===== src/rtl/biou_pkg.sv =====
// ----------------------------------------------------------------------------
// biou_pkg: shared widths and types of the box IoU cost pipeline
// Field widths, pipeline payload structs and the divider cell count.
// ----------------------------------------------------------------------------
package biou_pkg;

    localparam int SLOT_W    = 6;
    localparam int COORD_W   = 14;
    localparam int SIZE_W    = COORD_W - 1;
    localparam int EDGE_W    = COORD_W + 1;
    localparam int DIFF_W    = COORD_W + 2;
    localparam int FRAC_W    = 16;
    localparam int COST_W    = FRAC_W + 1;
    localparam int AREA_W    = 2 * SIZE_W;
    localparam int UNI_W     = AREA_W + 1;
    localparam int REM_W     = UNI_W + 1;
    localparam int QUO_W     = FRAC_W + 1;
    localparam int DIV_CELLS = QUO_W;

    localparam logic [COST_W-1:0] COST_ONE = COST_W'(1) << FRAC_W;

    typedef struct packed {
        logic [SLOT_W-1:0] row;
        logic [SLOT_W-1:0] col;
        logic              ovl;
        logic [SIZE_W-1:0] ow;
        logic [SIZE_W-1:0] oh;
        logic [SIZE_W-1:0] tw;
        logic [SIZE_W-1:0] th;
        logic [SIZE_W-1:0] dw;
        logic [SIZE_W-1:0] dh;
    } t_geom;

    typedef struct packed {
        logic [SLOT_W-1:0] row;
        logic [SLOT_W-1:0] col;
        logic [REM_W-1:0]  rem;
        logic [UNI_W-1:0]  den;
        logic [QUO_W-1:0]  quo;
    } t_div;

endpackage


===== src/rtl/box_iou_cost.sv =====
// ----------------------------------------------------------------------------
// box_iou_cost: association cost of a track box and a detection box
// Returns 1 - IoU in Q1.16 for one box pair, with slot numbers passed on.
// ----------------------------------------------------------------------------
// Usage:
//   Input channel i_valid / o_ready carries one box pair per item: slots,
//   left, top, width and height of track and detection. Output channel
//   o_valid / i_ready carries row, column and cost per item, in order.
//   The path holds 21 register stages: one overlap stage, one multiply stage,
//   one union stage, a row of 17 divider cells (one quotient bit each) and
//   the output register, in that order.
//   Throughput is one item per cycle while i_ready stays high; every stage
//   and cell holds its own item, handing it on when its neighbor frees up.
//   When the receiver stalls, items pile up behind the output register,
//   filling bubbles; o_ready falls only once all 21 stages hold an item.
//   Synchronous reset empties every stage; no item survives it.
//   Cost is 65536 without overlap, 0 for identical nonempty boxes.
// ----------------------------------------------------------------------------
module box_iou_cost (
    input  logic                                i_clk,
    input  logic                                i_rst_n,
    input  logic                                i_valid,
    output logic                                o_ready,
    input  logic [biou_pkg::SLOT_W-1:0]         i_track_slot,
    input  logic [biou_pkg::SLOT_W-1:0]         i_detection_slot,
    input  logic signed [biou_pkg::COORD_W-1:0] i_track_left,
    input  logic signed [biou_pkg::COORD_W-1:0] i_track_top,
    input  logic [biou_pkg::SIZE_W-1:0]         i_track_width,
    input  logic [biou_pkg::SIZE_W-1:0]         i_track_height,
    input  logic signed [biou_pkg::COORD_W-1:0] i_det_left,
    input  logic signed [biou_pkg::COORD_W-1:0] i_det_top,
    input  logic [biou_pkg::SIZE_W-1:0]         i_det_width,
    input  logic [biou_pkg::SIZE_W-1:0]         i_det_height,
    output logic                                o_valid,
    input  logic                                i_ready,
    output logic [biou_pkg::SLOT_W-1:0]         o_row_out,
    output logic [biou_pkg::SLOT_W-1:0]         o_col_out,
    output logic [biou_pkg::COST_W-1:0]         o_cost
);

    logic                        geom_valid;
    logic                        geom_ready;
    biou_pkg::t_geom             geom_data;
    logic                        cell_valid [biou_pkg::DIV_CELLS+1];
    logic                        cell_ready [biou_pkg::DIV_CELLS+1];
    biou_pkg::t_div              cell_data  [biou_pkg::DIV_CELLS+1];
    logic                        out_ready;
    logic                        r_valid;
    logic [biou_pkg::SLOT_W-1:0] r_row;
    logic [biou_pkg::SLOT_W-1:0] r_col;
    logic [biou_pkg::COST_W-1:0] r_cost;

    biou_geom u_geom (
        .i_clk            (i_clk),
        .i_rst_n          (i_rst_n),
        .i_valid          (i_valid),
        .o_ready          (o_ready),
        .i_track_slot     (i_track_slot),
        .i_detection_slot (i_detection_slot),
        .i_track_left     (i_track_left),
        .i_track_top      (i_track_top),
        .i_track_width    (i_track_width),
        .i_track_height   (i_track_height),
        .i_det_left       (i_det_left),
        .i_det_top        (i_det_top),
        .i_det_width      (i_det_width),
        .i_det_height     (i_det_height),
        .o_valid          (geom_valid),
        .i_ready          (geom_ready),
        .o_data           (geom_data)
    );

    biou_area u_area (
        .i_clk   (i_clk),
        .i_rst_n (i_rst_n),
        .i_valid (geom_valid),
        .o_ready (geom_ready),
        .i_data  (geom_data),
        .o_valid (cell_valid[0]),
        .i_ready (cell_ready[0]),
        .o_data  (cell_data[0])
    );

    for (genvar g = 0; g < biou_pkg::DIV_CELLS; g++) begin : g_cell
        biou_div_cell u_cell (
            .i_clk   (i_clk),
            .i_rst_n (i_rst_n),
            .i_valid (cell_valid[g]),
            .o_ready (cell_ready[g]),
            .i_data  (cell_data[g]),
            .o_valid (cell_valid[g+1]),
            .i_ready (cell_ready[g+1]),
            .o_data  (cell_data[g+1])
        );
    end

    assign out_ready                       = !r_valid || i_ready;
    assign cell_ready[biou_pkg::DIV_CELLS] = out_ready;

    always_ff @(posedge i_clk) begin
        if (!i_rst_n) begin
            r_valid <= 1'b0;
        end else if (out_ready) begin
            r_valid <= cell_valid[biou_pkg::DIV_CELLS];
        end
    end

    always_ff @(posedge i_clk) begin
        if (out_ready && cell_valid[biou_pkg::DIV_CELLS]) begin
            r_row  <= cell_data[biou_pkg::DIV_CELLS].row;
            r_col  <= cell_data[biou_pkg::DIV_CELLS].col;
            r_cost <= biou_pkg::COST_ONE - cell_data[biou_pkg::DIV_CELLS].quo;
        end
    end

    assign o_valid   = r_valid;
    assign o_row_out = r_row;
    assign o_col_out = r_col;
    assign o_cost    = r_cost;

endmodule


===== src/rtl/biou_geom.sv =====
// ----------------------------------------------------------------------------
// biou_geom: overlap rectangle stage
// Clips the two boxes against each other and registers the overlap size.
// ----------------------------------------------------------------------------
module biou_geom (
    input  logic                                i_clk,
    input  logic                                i_rst_n,
    input  logic                                i_valid,
    output logic                                o_ready,
    input  logic [biou_pkg::SLOT_W-1:0]         i_track_slot,
    input  logic [biou_pkg::SLOT_W-1:0]         i_detection_slot,
    input  logic signed [biou_pkg::COORD_W-1:0] i_track_left,
    input  logic signed [biou_pkg::COORD_W-1:0] i_track_top,
    input  logic [biou_pkg::SIZE_W-1:0]         i_track_width,
    input  logic [biou_pkg::SIZE_W-1:0]         i_track_height,
    input  logic signed [biou_pkg::COORD_W-1:0] i_det_left,
    input  logic signed [biou_pkg::COORD_W-1:0] i_det_top,
    input  logic [biou_pkg::SIZE_W-1:0]         i_det_width,
    input  logic [biou_pkg::SIZE_W-1:0]         i_det_height,
    output logic                                o_valid,
    input  logic                                i_ready,
    output biou_pkg::t_geom                     o_data
);

    logic                               r_valid;
    biou_pkg::t_geom                    r_data;
    biou_pkg::t_geom                    n_data;
    logic signed [biou_pkg::EDGE_W-1:0] tl, tt, dl, dt, tr, tb, dr, db;
    logic signed [biou_pkg::EDGE_W-1:0] ix, iy, rx, by;
    logic signed [biou_pkg::DIFF_W-1:0] iw, ih;

    assign o_ready = !r_valid || i_ready;
    assign o_valid = r_valid;
    assign o_data  = r_data;

    always_comb begin
        tl = biou_pkg::EDGE_W'(i_track_left);
        tt = biou_pkg::EDGE_W'(i_track_top);
        dl = biou_pkg::EDGE_W'(i_det_left);
        dt = biou_pkg::EDGE_W'(i_det_top);
        tr = tl + $signed({2'b00, i_track_width});
        tb = tt + $signed({2'b00, i_track_height});
        dr = dl + $signed({2'b00, i_det_width});
        db = dt + $signed({2'b00, i_det_height});
        ix = (tl > dl) ? tl : dl;
        iy = (tt > dt) ? tt : dt;
        rx = (tr < dr) ? tr : dr;
        by = (tb < db) ? tb : db;
        iw = biou_pkg::DIFF_W'(rx) - biou_pkg::DIFF_W'(ix);
        ih = biou_pkg::DIFF_W'(by) - biou_pkg::DIFF_W'(iy);
        n_data.row = i_track_slot;
        n_data.col = i_detection_slot;
        n_data.ovl = (iw > 0) && (ih > 0);
        n_data.ow  = iw[biou_pkg::SIZE_W-1:0];
        n_data.oh  = ih[biou_pkg::SIZE_W-1:0];
        n_data.tw  = i_track_width;
        n_data.th  = i_track_height;
        n_data.dw  = i_det_width;
        n_data.dh  = i_det_height;
    end

    always_ff @(posedge i_clk) begin
        if (!i_rst_n) begin
            r_valid <= 1'b0;
        end else if (o_ready) begin
            r_valid <= i_valid;
        end
    end

    always_ff @(posedge i_clk) begin
        if (o_ready && i_valid) begin
            r_data <= n_data;
        end
    end

endmodule


===== src/rtl/biou_area.sv =====
// ----------------------------------------------------------------------------
// biou_area: area and union stages
// Multiplies out the three areas, then forms the union as divisor.
// ----------------------------------------------------------------------------
module biou_area (
    input  logic            i_clk,
    input  logic            i_rst_n,
    input  logic            i_valid,
    output logic            o_ready,
    input  biou_pkg::t_geom i_data,
    output logic            o_valid,
    input  logic            i_ready,
    output biou_pkg::t_div  o_data
);

    logic                          r_mul_valid;
    logic                          mul_ready;
    logic [biou_pkg::SLOT_W-1:0]   r_row;
    logic [biou_pkg::SLOT_W-1:0]   r_col;
    logic                          r_ovl;
    logic [biou_pkg::AREA_W-1:0]   r_inter;
    logic [biou_pkg::AREA_W-1:0]   r_at;
    logic [biou_pkg::AREA_W-1:0]   r_ad;
    logic                          r_valid;
    biou_pkg::t_div                r_data;
    biou_pkg::t_div                n_data;
    logic [biou_pkg::UNI_W-1:0]    uni;

    assign mul_ready = !r_valid || i_ready;
    assign o_ready   = !r_mul_valid || mul_ready;
    assign o_valid   = r_valid;
    assign o_data    = r_data;

    always_ff @(posedge i_clk) begin
        if (!i_rst_n) begin
            r_mul_valid <= 1'b0;
        end else if (o_ready) begin
            r_mul_valid <= i_valid;
        end
    end

    always_ff @(posedge i_clk) begin
        if (o_ready && i_valid) begin
            r_row   <= i_data.row;
            r_col   <= i_data.col;
            r_ovl   <= i_data.ovl;
            r_inter <= i_data.ow * i_data.oh;
            r_at    <= i_data.tw * i_data.th;
            r_ad    <= i_data.dw * i_data.dh;
        end
    end

    // drop to zero over one when the boxes do not overlap
    always_comb begin
        uni = biou_pkg::UNI_W'(r_at) + biou_pkg::UNI_W'(r_ad)
            - biou_pkg::UNI_W'(r_inter);
        n_data.row = r_row;
        n_data.col = r_col;
        n_data.quo = '0;
        if (r_ovl) begin
            n_data.rem = biou_pkg::REM_W'(r_inter);
            n_data.den = uni;
        end else begin
            n_data.rem = '0;
            n_data.den = biou_pkg::UNI_W'(1);
        end
    end

    always_ff @(posedge i_clk) begin
        if (!i_rst_n) begin
            r_valid <= 1'b0;
        end else if (mul_ready) begin
            r_valid <= r_mul_valid;
        end
    end

    always_ff @(posedge i_clk) begin
        if (mul_ready && r_mul_valid) begin
            r_data <= n_data;
        end
    end

endmodule


===== src/rtl/biou_div_cell.sv =====
// ----------------------------------------------------------------------------
// biou_div_cell: one restoring division cell
// Resolves one quotient bit, then shifts the partial remainder on.
// ----------------------------------------------------------------------------
module biou_div_cell (
    input  logic           i_clk,
    input  logic           i_rst_n,
    input  logic           i_valid,
    output logic           o_ready,
    input  biou_pkg::t_div i_data,
    output logic           o_valid,
    input  logic           i_ready,
    output biou_pkg::t_div o_data
);

    logic                        r_valid;
    biou_pkg::t_div              r_data;
    biou_pkg::t_div              n_data;
    logic [biou_pkg::REM_W-1:0]  den_ext;
    logic [biou_pkg::REM_W-1:0]  diff;
    logic                        bit_q;

    assign o_ready = !r_valid || i_ready;
    assign o_valid = r_valid;
    assign o_data  = r_data;

    always_comb begin
        den_ext    = biou_pkg::REM_W'(i_data.den);
        bit_q      = i_data.rem >= den_ext;
        diff       = bit_q ? (i_data.rem - den_ext) : i_data.rem;
        n_data.row = i_data.row;
        n_data.col = i_data.col;
        n_data.den = i_data.den;
        n_data.rem = {diff[biou_pkg::REM_W-2:0], 1'b0};
        n_data.quo = {i_data.quo[biou_pkg::QUO_W-2:0], bit_q};
    end

    always_ff @(posedge i_clk) begin
        if (!i_rst_n) begin
            r_valid <= 1'b0;
        end else if (o_ready) begin
            r_valid <= i_valid;
        end
    end

    always_ff @(posedge i_clk) begin
        if (o_ready && i_valid) begin
            r_data <= n_data;
        end
    end

endmodule


===== config.mk =====
export PLATFORM = sky130hd
export DESIGN_NAME = box_iou_cost
export DESIGN_NICKNAME = d
export VERILOG_FILES = /design/src/rtl/biou_pkg.sv /design/src/rtl/box_iou_cost.sv /design/src/rtl/biou_geom.sv /design/src/rtl/biou_area.sv /design/src/rtl/biou_div_cell.sv
export SDC_FILE = /design/constraint.sdc
export NUM_CORES = 2
export LEC_CHECK = 0
export ABC_AREA = 0
export BUFFER_PORTS_ARGS = -buffer_cell sky130_fd_sc_hd__buf_2
export CORE_UTILIZATION = 54
export DETAILED_ROUTE_END_ITERATION = 10
export PLACE_DENSITY = 0.7
export SKIP_CTS_REPAIR_TIMING = 1
export SYNTH_ARGS = -nofsm -noshare
export SYNTH_HDL_FRONTEND = slang
export SYNTH_SLANG_ARGS = --single-unit

===== constraint.sdc =====
create_clock -name i_clk -period 11.3 [get_ports i_clk]
set_clock_uncertainty 0.1 [all_clocks]
set_input_delay 1.695 -clock i_clk [delete_from_list [all_inputs] [get_ports i_clk]]
set_output_delay 1.695 -clock i_clk [all_outputs]
set_load 0.01 [all_outputs]

* After elaboration in Yosys (flattened, before gate mapping)
Cells that the tools add are included.
** Cells by class
- Add/subtract/negate cells :: 25
- Divide/modulo/power cells :: 0
- Bitwise operators :: 0
- Muxes and demuxes :: 20
- Equal/unequal tests :: 0
- Reduce and logical (&&, ||, !) cells :: 64
- Order comparisons :: 23
- Shifts and indexed selects :: 0
- Multiply operators :: 3
** Operator list (number)
- $ge 28x27->1 :: 16
- $mux 27 :: 16
- $sub 27x27->27 :: 16
- $mul 13x13->26 :: 3
- $add 14x14->15 :: 4
- $mux 15 :: 4
- $gt 16x1->1 const B :: 2
- $sub 15x15->16 :: 2
- $lt 15x15->1 :: 2
- $gt 14x14->1 :: 2
- $add 26x26->27 :: 1
- $ge 26x27->1 :: 1
- $sub 27x26->27 :: 1
- $logic_and 1x1->1 :: 22
- $logic_not 1->1 :: 21
- $logic_or 1x1->1 :: 21
- $sub 17x17->17 const A :: 1
** Storage, ports and cells
- Bits in latches :: 0
- Input port bits :: 124
- Bits in writable memories :: 0
- Register bits after elaboration :: 1518
- Memories :: 0
- Logic and storage cells :: 276
- Memory bits (read-only) :: 0

* Longest topological paths before layout
- Depth after elaboration :: 23
- Depth in mapped cells :: 33
- Depth with buffers taken out :: 32

* Hierarchy
A second synthesis with hierarchy kept.
** Second synthesis, totals
- Cells, all modules :: 9964
- Area total of the unflattened synthesis :: 111102.8 um^2
** Modules (own cells, without submodules)
- biou_div_cell at g_cell[0].u_cell ... :: times used 13, cells an instance 371, area an instance 4531.8 um^2
- biou_area :: times used 1, cells an instance 2569, area an instance 24319.6 um^2
- biou_div_cell at g_cell[6].u_cell ... :: times used 4, cells an instance 408, area an instance 4511.8 um^2
- biou_geom :: times used 1, cells an instance 865, area an instance 8595.7 um^2
- box_iou_cost :: times used 1, cells an instance 75, area an instance 1226.2 um^2

* Least setup slack after synthesis
Ideal clock, no wire load.
- Kind :: in2reg
- From :: input port i_ready
- To :: register u_area.r_ad[0] in the netlist's numbering (enable)
- Cell stages on the path :: 7
- Arrival :: 8946 ps
- Setup time :: 680 ps
- Setup slack :: 1575 ps
- Data required time :: 10520 ps
- Cell sequence :: nor2b_1 -> nand3_1 -> nor2_1 -> nand2_1 -> nor3_1 -> and4_1 -> a21boi_0
** On the way
- Cells in the longest elaborated chain, start to end :: 21
** Ends and longest elaborated chain
- from (decl) :: RTL line box_iou_cost.sv:35 : input logic i_ready,
- $logic_or 1x1->1 :: RTL line box_iou_cost.sv:97 : assign out_ready = !r_valid || i_ready;
- $logic_or 1x1->1 (17 in series) :: RTL line biou_div_cell.sv:23 : assign o_ready = !r_valid || i_ready;
- $logic_or 1x1->1 :: RTL line biou_area.sv:29 : assign mul_ready = !r_valid || i_ready;
- $logic_or 1x1->1 :: RTL line biou_area.sv:30 : assign o_ready = !r_mul_valid || mul_ready;
- $logic_and 1x1->1 :: RTL line biou_area.sv:43 : if (o_ready && i_valid) begin
- to (signal assigned) :: RTL line biou_area.sv:49 : r_ad <= i_data.dw * i_data.dh;
- to (decl) :: RTL line biou_area.sv:23 : logic [biou_pkg::AREA_W-1:0] r_ad;
Every way passes these cells.
A chain may end at the register's enable or synchronous reset.

==> run summary <==
CTS tree: done
Final period util: 71.6%
Clk sinks: 1,518
Yosys warns: 0
Gpl congestion: 0.899
DRC: 0
Worst-path maximum fanout: 14
Number of synthesized flops with an enable pin: 1,497
Root buffer selected by CTS: clkbuf_16
FF+latch area: 45,400 µm²
Worst Path Required: 11.75 ns
CP Launch Type: input pin
Status: completed
Synth area leader: edfxtp_1
Asr flop ratio synth: 0%
Commonest cells post-synth: edfxtp_1 (1,497), inv_1 (1,174), ha_1 (834), nand2_1 (665), fa_1 (411)
Leakage power: 44.2 nW
CP endpoint kind: flip-flop
Met1 global-route usage: 31.9%
Final nets: 9,991
Die X: 425 µm
Multi-input gate area: 46,600 µm²
CTS Buf Count: 163
Initial antenna violation count: 1
Global-route track usage on met3: 3.12%
Max_slew headroom: 15.4%
Cell count after synthesis: 8,411
GRT Residual Overflow: 0
First-pass GRT wire length: 344,000 µm
Synthesized Nets: 9,780
DR WL/cell: 19.4 µm
Vias: 62,700
Unique cell type count in the Yosys netlist: 96
FMAX: 124 MHz
Vias per cell: 5.64
CTS H-tree depth: 4
Synth Cell Area: 96,800 µm²
Count leader, synth: edfxtp_1
Largest net degree at the start of global routing: 79
Max-cap viol count: 0
Primary FF master, synth: edfxtp_1
Critical path's slowest cell: a2111oi_0
Reg clk slew, reported paths: 0.06 ns
Worst-skew pair later-pin latency: 0.84 ns
CP arrival: 8.54 ns
RSZ-0062 raised after global routing: false
Peak VDD IR: 1.94 mV
Flops & latches, synth: 1,518
Total power: 33.3 mW
Vias in the first global route: 63,500
Busiest grt layer: met2
Drt initial violations: 4,322
Final ANT Viol Nets: 0
Share of the synthesized area in the top cell type: 46.5%
Post-DP HPWL: 168,000 µm
Max incr delay on CP: 0.57 ns
Setup CP Type: input pin to flip-flop
Pre-antenna DRT Iters: 6
Worst-margin pin slew: 1.27 ns
Area contributors post-synth: edfxtp_1 (46%), ha_1 (11%), fa_1 (8.5%), inv_1 (4.6%), xnor2_1 (3.0%)
GRT Overall Usage: 24.1%
Setup tns final: 0 ns
Chip Height: 425 µm
Core Area: 178,000 µm²
Clock period minus worst slack: 8.09 ns
Final WL: 216,000 µm
Number of port buffers: 154
PD cells: 314 nW/µm²
Final Max Tran Viols: 0
Area growth, synth to finish: 9.49%
Fillers: 14,300
Bufs on Longest Clock Path: 3
Hold Crit Class: flip-flop to flip-flop
Row count: 155
Final setup fails: 0
I/O Pins: 155
Hold Vio Cnt, Final: 0
Die area: 181,000 µm²
Layout cells sized above 1: 8.99%
Seq/Total Area, Yosys: 46.9%
Avg Inst Size Synth: 11.5 µm²
Initial Util: 54.3%
Met2 Track Usage GR: 41.4%
[stage by stage]
| stage | utilization (%) | instances | worst slack, ns | hold slack (ns) | area, µm² |
|---|---|---|---|---|---|
| after global placement | 56.3 | 10800 | 2.47 | 0.301 | 100000 |
| after CTS | 59.4 | 11100 | 3.27 | 0.282 | 106000 |
| after detailed placement | 56.3 | 10800 | 2.38 | 0.305 | 100000 |
| final | 59.4 | 11100 | 3.21 | 0.291 | 106000 |
| after floorplan | - | 8411 | 1.57 | 0.300 | 96800 |
| after global routing | 59.4 | 11100 | 2.62 | 0.294 | 106000 |
[per-layer routing]
| metal | routed length, µm | share of wire (%) |
|---|---|---|
| met1 | 94900 | 44 |
| met2 | 106000 | 49 |
| met3 | 9310 | 4.3 |
| met4 | 5710 | 2.6 |
| met5 | 0 | 0 |
[power by group]
group / switching (mW) / internal (mW) / leakage, nW / total [mW]
clock network: 2.34 / 3.13 / 2.66 / 5.47
logic: 11.7 / 8.31 / 27.9 / 20.0
registers: 0.428 / 7.36 / 13.7 / 7.79
[layout by cell type, fill, tap and decap left out, types with 28 or more instances in the layout]
master and instances:
buf_4 41, or3_1 32, inv_1 1174, nand2_1 665, o21a_1 87, a31oi_1 55, clkinv_2 28, a21oi_1 389
nand4_1 63, edfxtp_1 1497, nor4_1 31, mux2_4 34, nor2_1 368, o211ai_1 29, nor2b_1 82, nand3_1 99
clkbuf_16 163, nor3_1 119, nand2b_1 94, o31ai_1 32, xor2_1 189, mux2_2 216, mux2i_1 72, fa_1 411
o21bai_1 67, a21o_1 191, xnor2_1 334, o21ai_0 330, ha_1 834, and2_1 258, clkbuf_1 42, a211oi_1 43
buf_2 154, and3_1 65
[final timing paths]
kind                                              startpoint                 to  slack (ns)  cells past startpoint
worst max-delay path                            i_det_top[1]  u_geom.o_data[78]        3.21                     29
worst min register to register  g_cell[16].u_cell.o_data[73]       o_col_out[1]        0.29                      0
worst min-delay path            g_cell[16].u_cell.o_data[73]       o_col_out[1]        0.29                      0
worst max register to register             u_geom.o_data[18]    u_area.r_ad[25]        4.17                     20
[critical path, delay by kind of cell]
kind	cells	cell delay, ns
AND/OR/NAND/NOR	4	0.98
adder cells (fa/ha/maj)	4	1.19
buffers and inverters	3	0.45
multiplexers	1	0.23
AO/OA/AOI/OAI	17	3.98
[final cells by class]
type	count	area share (%)
diodes	2	0.00472
clock buffers	209	4.05
well taps	2355	2.78
multi-input cells	5569	44.0
clock inverters	88	1.16
inverters	1175	4.16
flip-flops and latches	1518	42.8
repair buffers	195	1.02
[registers in the layout (all words and copies together) (netlist names)]
name                   cells
u_area.r_row               6
u_area.o_valid             1
u_area.r_ad               26
u_geom.o_valid             1
o_cost                    17
u_area.r_mul_valid         1
u_area.r_ovl               1
g_cell.u_cell.o_data    1221
o_col_out                  6
u_area.r_at               26
g_cell.u_cell.o_valid     17
o_row_out                  6
u_geom.o_data             91
u_area.o_data             65
u_area.r_inter            26
o_valid                    1
u_area.r_col               6
[cells by family (layout without fill, tap and decap cells)]
| group | after synthesis | count (layout) | share of synthesized area [%] |
|---|---|---|---|
| mux | 323 | 323 | 3.80 |
| fa+ha+maj | 1246 | 1246 | 19.3 |
| other cells | 0 | 2 | 0 |
| xor+xnor | 523 | 523 | 4.73 |
| buf+inv | 1324 | 1667 | 5.22 |
| flops | 1518 | 1518 | 46.9 |
| simple gates | 1974 | 1974 | 9.92 |
| compound gates | 1503 | 1503 | 10.1 |
(Power assumes the default switching activity.)
